### config.mk
export PLATFORM = sky130hd
export DESIGN_NAME = pdu_signal_bit_packer
export DESIGN_NICKNAME = d
export VERILOG_FILES = /design/src/rtl/core/pdusbp_pkg.sv /design/src/rtl/core/pdu_signal_bit_packer.sv /design/src/rtl/core/pdusbp_front.sv /design/src/rtl/core/pdusbp_queue.sv /design/src/rtl/core/pdusbp_back.sv
export SDC_FILE = /design/constraint.sdc
export NUM_CORES = 1
export LEC_CHECK = 0
export BUFFER_PORTS_ARGS = -buffer_cell sky130_fd_sc_hd__buf_2
export CORE_MARGIN = 3
export CORE_UTILIZATION = 57
export CTS_CLUSTER_SIZE = 8
export DETAILED_ROUTE_END_ITERATION = 10
export GPL_TIMING_DRIVEN = 1
export PLACE_DENSITY = 0.87
export SYNTH_ARGS = -nofsm -noshare
export SYNTH_HDL_FRONTEND = slang
export SYNTH_SLANG_ARGS = --single-unit
### constraint.sdc
create_clock -name clk_i -period 8.16 [get_ports clk_i]
set_clock_uncertainty 0.1 [all_clocks]
set_input_delay 1.632 -clock clk_i [delete_from_list [all_inputs] [get_ports clk_i]]
set_output_delay 1.632 -clock clk_i [all_outputs]
set_load 0.005 [all_outputs]
### src/rtl/core/pdusbp_pkg.sv
// shared types and constants of the signal bit packer
package pdusbp_pkg;

  localparam int unsigned FRAME_BYTES = 64;
  localparam int unsigned IDX_W       = $clog2(FRAME_BYTES);

  localparam int unsigned POS_W   = 9;
  localparam int unsigned SIZE_W  = 7;
  localparam int unsigned VAL_W   = 64;
  localparam int unsigned BYTE_W  = 8;
  localparam int unsigned BIDX_W  = 6;
  localparam int unsigned OFF_W   = 3;
  localparam int unsigned BASE_W  = POS_W - OFF_W;
  localparam int unsigned SPAN_W  = VAL_W + BYTE_W;
  localparam int unsigned NB_W    = 4;
  localparam int unsigned CALC_W  = 10;

  localparam logic [SIZE_W-1:0] MAX_SIZE = 7'd64;

  localparam int unsigned QUEUE_DEPTH = 2;
  localparam int unsigned QPTR_W      = $clog2(QUEUE_DEPTH);
  localparam int unsigned QCNT_W      = $clog2(QUEUE_DEPTH + 1);

  typedef struct packed {
    logic [POS_W-1:0]  bit_position;
    logic [SIZE_W-1:0] bit_size;
    logic              big_endian;
    logic [VAL_W-1:0]  signal_value;
  } sig_in_t;

  typedef struct packed {
    logic [BIDX_W-1:0] byte_index;
    logic [BYTE_W-1:0] byte_value;
    logic              last_byte;
    logic              out_of_range;
  } byte_out_t;

  // one classified signal write, data and mask already aligned to the byte grid
  typedef struct packed {
    logic [SPAN_W-1:0] data;
    logic [SPAN_W-1:0] mask;
    logic [BASE_W-1:0] base;
    logic              big;
    logic [NB_W-1:0]   nbytes;
  } desc_t;

endpackage

### src/rtl/core/pdu_signal_bit_packer.sv
// signal bit packer top level: front end, descriptor queue, frame buffer back end
// a start passes the queue entry, descriptor, write stage and result registers; one beat per
// cycle while a signal of n bytes (1 to 9) runs, one frame buffer read-modify-write per byte;
// the next waits for the last byte; a two-deep queue holds further signals, busy when full
// reset clears the frame buffer at once through per-byte valid bits, no sweep needed
// results are strobed for one cycle and cannot be held off
module pdu_signal_bit_packer (
  input  logic                  clk_i,
  input  logic                  rst_ni,
  input  logic                  start,
  output logic                  busy,
  input  pdusbp_pkg::sig_in_t   sig_i,
  output logic                  result_strobe_o,
  output pdusbp_pkg::byte_out_t result_o
);

  pdusbp_pkg::desc_t front_desc;
  pdusbp_pkg::desc_t head_desc;
  logic              q_full, q_valid, q_pop;

  pdusbp_front u_front (
    .sig_i  (sig_i),
    .desc_o (front_desc)
  );

  pdusbp_queue u_queue (
    .clk_i   (clk_i),
    .rst_ni  (rst_ni),
    .push_i  (start && !q_full),
    .din_i   (front_desc),
    .full_o  (q_full),
    .pop_i   (q_pop),
    .valid_o (q_valid),
    .dout_o  (head_desc)
  );

  pdusbp_back u_back (
    .clk_i           (clk_i),
    .rst_ni          (rst_ni),
    .q_valid_i       (q_valid),
    .q_desc_i        (head_desc),
    .q_pop_o         (q_pop),
    .result_strobe_o (result_strobe_o),
    .result_o        (result_o)
  );

  assign busy = q_full;

endmodule

### src/rtl/core/pdusbp_front.sv
// front end: masks and aligns a signal and works out its byte span
module pdusbp_front (
  input  pdusbp_pkg::sig_in_t sig_i,
  output pdusbp_pkg::desc_t   desc_o
);

  logic [pdusbp_pkg::SIZE_W-1:0] size_sat;
  logic [pdusbp_pkg::VAL_W-1:0]  vmask;
  logic [pdusbp_pkg::OFF_W-1:0]  off;
  logic [pdusbp_pkg::SIZE_W-1:0] nb_sum;
  logic [pdusbp_pkg::NB_W-1:0]   nb;

  always_comb begin
    size_sat = (sig_i.bit_size > pdusbp_pkg::MAX_SIZE) ? pdusbp_pkg::MAX_SIZE : sig_i.bit_size;
    if (size_sat == pdusbp_pkg::MAX_SIZE) begin
      vmask = '1;
    end else begin
      vmask = (pdusbp_pkg::VAL_W'(1) << size_sat) - pdusbp_pkg::VAL_W'(1);
    end
    off    = sig_i.bit_position[pdusbp_pkg::OFF_W-1:0];
    nb_sum = {4'b0, off} + size_sat + 7'd7;
    nb     = nb_sum[pdusbp_pkg::SIZE_W-1:pdusbp_pkg::OFF_W];
    // a zero-size signal still touches its first byte
    if (nb == '0) begin
      nb = pdusbp_pkg::NB_W'(1);
    end

    desc_o.data   = {8'b0, sig_i.signal_value & vmask} << off;
    desc_o.mask   = {8'b0, vmask} << off;
    desc_o.base   = sig_i.bit_position[pdusbp_pkg::POS_W-1:pdusbp_pkg::OFF_W];
    desc_o.big    = sig_i.big_endian;
    desc_o.nbytes = nb;
  end

endmodule

### src/rtl/core/pdusbp_queue.sv
// two-entry descriptor queue between front and back end
module pdusbp_queue (
  input  logic              clk_i,
  input  logic              rst_ni,
  input  logic              push_i,
  input  pdusbp_pkg::desc_t din_i,
  output logic              full_o,
  input  logic              pop_i,
  output logic              valid_o,
  output pdusbp_pkg::desc_t dout_o
);

  pdusbp_pkg::desc_t                 entry_q [pdusbp_pkg::QUEUE_DEPTH];
  logic [pdusbp_pkg::QPTR_W-1:0]     wr_ptr_q, rd_ptr_q;
  logic [pdusbp_pkg::QCNT_W-1:0]     cnt_q;

  assign full_o  = (cnt_q == pdusbp_pkg::QCNT_W'(pdusbp_pkg::QUEUE_DEPTH));
  assign valid_o = (cnt_q != '0);
  assign dout_o  = entry_q[rd_ptr_q];

  always_ff @(posedge clk_i or negedge rst_ni) begin
    if (!rst_ni) begin
      wr_ptr_q <= '0;
      rd_ptr_q <= '0;
      cnt_q    <= '0;
    end else begin
      if (push_i) begin
        wr_ptr_q <= wr_ptr_q + 1'b1;
      end
      if (pop_i) begin
        rd_ptr_q <= rd_ptr_q + 1'b1;
      end
      if (push_i && !pop_i) begin
        cnt_q <= cnt_q + 1'b1;
      end else if (pop_i && !push_i) begin
        cnt_q <= cnt_q - 1'b1;
      end
    end
  end

  always_ff @(posedge clk_i) begin
    if (push_i) begin
      entry_q[wr_ptr_q] <= din_i;
    end
  end

endmodule

### src/rtl/core/pdusbp_back.sv
// back end: per-byte read-modify-write of the frame buffer and result output
module pdusbp_back (
  input  logic                  clk_i,
  input  logic                  rst_ni,
  input  logic                  q_valid_i,
  input  pdusbp_pkg::desc_t     q_desc_i,
  output logic                  q_pop_o,
  output logic                  result_strobe_o,
  output pdusbp_pkg::byte_out_t result_o
);

  logic [pdusbp_pkg::BYTE_W-1:0] mem [pdusbp_pkg::FRAME_BYTES];
  logic [pdusbp_pkg::FRAME_BYTES-1:0] vld_q;

  logic                            act_q;
  pdusbp_pkg::desc_t               cur_q;
  logic [pdusbp_pkg::NB_W-1:0]     k_q;

  logic                            w_vld_q, w_oor_q, w_last_q;
  logic [pdusbp_pkg::IDX_W-1:0]    w_addr_q;
  logic [pdusbp_pkg::BIDX_W-1:0]   w_bidx_q;
  logic [pdusbp_pkg::BYTE_W-1:0]   w_data_q, w_mask_q;
  logic [pdusbp_pkg::BYTE_W-1:0]   rd_q;
  logic                            rd_vld_q;

  logic                            strobe_q;
  pdusbp_pkg::byte_out_t           res_q;

  logic [pdusbp_pkg::CALC_W-1:0]   idx_c;
  logic                            oor_c;
  logic                            last_c;
  logic [pdusbp_pkg::BYTE_W-1:0]   old_c, nv_c;

  always_comb begin
    if (cur_q.big) begin
      idx_c = {4'b0, cur_q.base} - {6'b0, k_q};
    end else begin
      idx_c = {4'b0, cur_q.base} + {6'b0, k_q};
    end
    // negative index shows as the sign bit of the wide sum
    oor_c  = idx_c[pdusbp_pkg::CALC_W-1] ||
             (idx_c >= pdusbp_pkg::CALC_W'(pdusbp_pkg::FRAME_BYTES));
    last_c = (k_q == cur_q.nbytes - 1'b1);
    old_c  = rd_vld_q ? rd_q : '0;
    nv_c   = (old_c & ~w_mask_q) | (w_data_q & w_mask_q);
  end

  // next descriptor loads while the last byte of the previous one writes back
  assign q_pop_o = q_valid_i && !act_q;

  always_ff @(posedge clk_i or negedge rst_ni) begin
    if (!rst_ni) begin
      act_q    <= 1'b0;
      k_q      <= '0;
      w_vld_q  <= 1'b0;
      strobe_q <= 1'b0;
      vld_q    <= '0;
    end else begin
      if (q_pop_o) begin
        act_q <= 1'b1;
        k_q   <= '0;
      end else if (act_q) begin
        k_q <= k_q + 1'b1;
        if (last_c) begin
          act_q <= 1'b0;
        end
      end
      w_vld_q  <= act_q;
      strobe_q <= w_vld_q;
      if (w_vld_q && !w_oor_q) begin
        vld_q[w_addr_q] <= 1'b1;
      end
    end
  end

  always_ff @(posedge clk_i) begin
    if (q_pop_o) begin
      cur_q <= q_desc_i;
    end
    w_addr_q <= idx_c[pdusbp_pkg::IDX_W-1:0];
    w_bidx_q <= idx_c[pdusbp_pkg::BIDX_W-1:0];
    w_oor_q  <= oor_c;
    w_last_q <= last_c;
    w_data_q <= cur_q.data[{k_q, 3'b000} +: pdusbp_pkg::BYTE_W];
    w_mask_q <= cur_q.mask[{k_q, 3'b000} +: pdusbp_pkg::BYTE_W];
    rd_q     <= mem[idx_c[pdusbp_pkg::IDX_W-1:0]];
    rd_vld_q <= vld_q[idx_c[pdusbp_pkg::IDX_W-1:0]];
    if (w_vld_q && !w_oor_q) begin
      mem[w_addr_q] <= nv_c;
    end
    res_q.byte_index   <= w_bidx_q;
    res_q.byte_value   <= w_oor_q ? '0 : nv_c;
    res_q.last_byte    <= w_last_q;
    res_q.out_of_range <= w_oor_q;
  end

  assign result_strobe_o = strobe_q;
  assign result_o        = res_q;

`ifndef NO_ASSERTIONS
  a_k_in_span: assert property (@(posedge clk_i) disable iff (!rst_ni)
    act_q |-> (k_q < cur_q.nbytes))
    else $error("byte counter ran past the signal span");

  a_last_ends: assert property (@(posedge clk_i) disable iff (!rst_ni)
    act_q && last_c |=> !act_q && w_vld_q && w_last_q)
    else $error("last byte did not close the signal");

  a_oor_zero: assert property (@(posedge clk_i) disable iff (!rst_ni)
    w_vld_q && w_oor_q |=> result_strobe_o && result_o.out_of_range &&
                           (result_o.byte_value == '0))
    else $error("out of range beat carries data");

  a_pop_idle: assert property (@(posedge clk_i) disable iff (!rst_ni)
    q_pop_o |=> act_q && (k_q == '0))
    else $error("descriptor load did not start at byte zero");
`endif

endmodule

==> flow_summary.json <==
{
  "viasPerCell": 6.805,
  "ant_nets": 0,
  "grt_pass1_vias": 30446,
  "clkSlewWorstSetupHoldPaths_ps": 50,
  "regArea_um2": 32020,
  "muxShareOfSynthArea_pct": 17.34,
  "synth_top_family_by_area": "multiplexers",
  "cp_data_arrival_time_ps": 5800,
  "yosys.area_share.adder_pct": 0.4977,
  "place.gp.congestion": 1.071,
  "cp.required_ps": 8570,
  "num_io_pins": 102,
  "cp.buffers_inverters": 2,
  "die_x_um": 297.0,
  "cp_cell_sequence": "buf_2 > or3_1 > nor2_1 > inv_1 > ha_1 > o21ai_2 > nor4_4 > o2111ai_1 > xor2_1 > a2111o_1 > o21ai_0 > mux2i_1",
  "track_usage_pct": 32.28,
  "crit_path_max_incr_delay_ps": 610,
  "dr.pass1.iters": 8,
  "drt_iter0_drc": 4211,
  "cts-root-buf": "clkbuf_16",
  "critPathLaunchType": "input port",
  "synthSimpleGateAreaFrac_pct": 7.113,
  "synth_edf_count": 971,
  "hp-class": "reg -> reg",
  "drt-total-wl_um": 142700,
  "layout-drive-gt1-share_pct": 25.51,
  "numCtsBuffers": 155,
  "synth_seq_cells": 1095,
  "synth_xor_area_share_pct": 0.6507,
  "core.rowCount": 106,
  "die-area_um2": 88210,
  "fin_nets": 3268,
  "setup_ws_ps": 2776,
  "setup_viol": 0,
  "clock_latency_ps": 750,
  "fin_tns_setup_ps": 0,
  "port_buffers": 101,
  "preCtsSetupSlack_ps": 2240,
  "htree_num_levels": 4,
  "finalMaxSlewViolations": 0,
  "synth-seq-area-share_pct": 66.33,
  "coreArea_um2": 83820,
  "synth.top_cell.area_share_pct": 60.41,
  "antenna_found_initial": 4,
  "synthArstFlopShare_pct": 6.849,
  "initial_core_util_pct": 57.58,
  "vias": 29948,
  "postCtsHoldBufs": 0,
  "netlist_top_cells_count": "edfxtp_1, mux4_2, mux2i_1",
  "post_cts_buffers": 0,
  "worstSetupEndpointType": "flop",
  "cts_num_sinks": 1095,
  "finalCritPeriodShare_pct": 65.98,
  "syn2layout_area_growth_pct": 12.81,
  "chipHeight_um": 297.0,
  "grt_max_degree": 146,
  "synth.area.top_cells": "edfxtp_1, mux4_2, mux2_2, mux2i_1, dfrtp_1",
  "reg2reg_slack_ps": 3240,
  "relSlewSlack_pct": 13.78,
  "syn_inst": 3058,
  "drc": 0,
  "synthDistinctLibCells": 108,
  "clockBufferDepth": 3,
  "post-route-min-period_ps": 5384,
  "peakVddDrop_v": 0.0003776,
  "cap_violations": 0,
  "hold_viol_final": 0,
  "yosys.cell_count.top_type": "edfxtp_1",
  "p_leak_nw": 18.72,
  "synth.largest_area_cell": "edfxtp_1",
  "grt_first_pass_wirelength_um": 208800,
  "worstMarginPinSlew_ps": 1285,
  "power_density_nw_per_um2": 418.6,
  "status": "finished clean",
  "critPathKind": "in -> reg",
  "fillCellCount": 5428,
  "synth_nets": 3160,
  "cts_resized": 0,
  "dp_hpwl_um": 86320,
  "multiInputGateArea_um2": 15430,
  "cp_top_family": "simple AND/OR/NAND/NOR gates",
  "rsz0062_at_grt": "no",
  "syn_avg_cell_area_um2": 15.78,
  "ys_warn_count": 0,
  "cp_slowest_cell": "xor2_1",
  "crit_path_max_fanout": 17,
  "synth_compound_area_share_pct": 6.058,
  "grt_overflow": 0,
  "wl_per_cell_um": 32.42,
  "synth_area_um2": 48270,
  "max_freq_mhz": 185.7,
  "tritoncts": "done",
  "yosys_most_used_dff": "edfxtp_1"
}
-- cell families (layout without fill, tap and decap cells) --
kind of cell	after synthesis	count (layout)
compound gates	445	445
buf+inv	228	436
other cells	0	1
flops	1095	1095
fa+ha+maj	18	18
mux	566	566
simple gates	671	671
xor+xnor	35	35
-- layout by cell type (no fill, tap or decap), drive strengths merged, types with 6 or more instances in the layout --
master and instances:
and2 51, a221oi 10, nand2 167, o211ai 6, nand3 56, xnor2 20, or3 9, nor3 32
dfxtp 49, a211oi 47, clkbuf 241, a31oi 12, inv 36, a21o 12, o21ai 124, or2 75
a211o 6, mux4 197, nand2b 18, xor2 15, o221ai 8, mux2i 189, a22oi 9, o22ai 30
dfrtp 75, edfxtp 971, and3 15, nor4 12, mux2 180, o31ai 9, clkinv 9, ha 16
nor2 169, nor2b 26, nor3b 7, buf 149, a21oi 98, o21a 11
-- power by group --
| group | internal, mW | switching [mW] | total (mW) |
|---|---|---|---|
| Clock | 3.59 | 2.41 | 6.00 |
| Combinational | 3.15 | 5.09 | 8.24 |
| Sequential | 7.97 | 0.586 | 8.55 |
-- sequential cells by signal (all words and copies together) (netlist names), 2 cells and up --
| name | count |
|---|---|
| u_back.result_o | 16 |
| u_back.vld_q | 64 |
| u_back.w_addr_q | 6 |
| u_back.w_data_q | 8 |
| u_back.k_q | 4 |
| u_back.w_mask_q | 8 |
| u_queue.entry_q | 306 |
| u_queue.cnt_q | 2 |
| u_back.mem | 512 |
| u_back.rd_q | 8 |
| u_back.cur_q | 153 |
-- metal layers --
metal	global-route usage [%]	share of wire, %	wire length, µm
met5	0	0.021	30
met4	18.15	6.4	9122
met3	6.707	9.6	13670
met2	52.06	48	69110
met1	41.28	36	50750
-- worst paths after layout --
kind | start | to | cells past startpoint
min in group asynchronous | rst_ni | u_back.result_strobe_o | 1
hold / removal | u_back.w_last_q | u_back.result_o[1] | 0
setup reg to reg | u_back.k_q[1] | u_back.rd_q[0] | 10
hold reg to reg | u_back.w_last_q | u_back.result_o[1] | 0
setup / recovery | sig_i[71] | u_queue.entry_q[0][139] | 12
max in group asynchronous | rst_ni | u_queue.rd_ptr_q | 2
-- area by class of cell --
| class | count | area share [%] |
|---|---|---|
| antenna | 1 | 0.004596 |
| timing repair buffer | 149 | 1.673 |
| inverter | 30 | 0.2252 |
| sequential | 1095 | 58.81 |
| tap | 1134 | 2.606 |
| clock inverter | 16 | 0.5860 |
| clock buffer | 241 | 7.756 |
| multi-input combinational | 1735 | 28.34 |
-- per-stage QoR --
| step | util (%) | instance area, µm² | hold WS (ps) | instances | total power, mW |
|---|---|---|---|---|---|
| after floorplan | - | 48270 | 209.6 | 3058 | 13.73 |
| after global placement | 59.54 | 49900 | 239.3 | 4143 | 15.96 |
| after detailed placement | 59.54 | 49900 | 237.5 | 4143 | 16.35 |
| after CTS | 64.96 | 54450 | 246.6 | 4400 | 22.66 |
| after global routing | 64.96 | 54450 | 243.3 | 4400 | 23.46 |
| final | 64.96 | 54450 | 241.6 | 4401 | 22.79 |
Power figures use the tool's default switching activity.
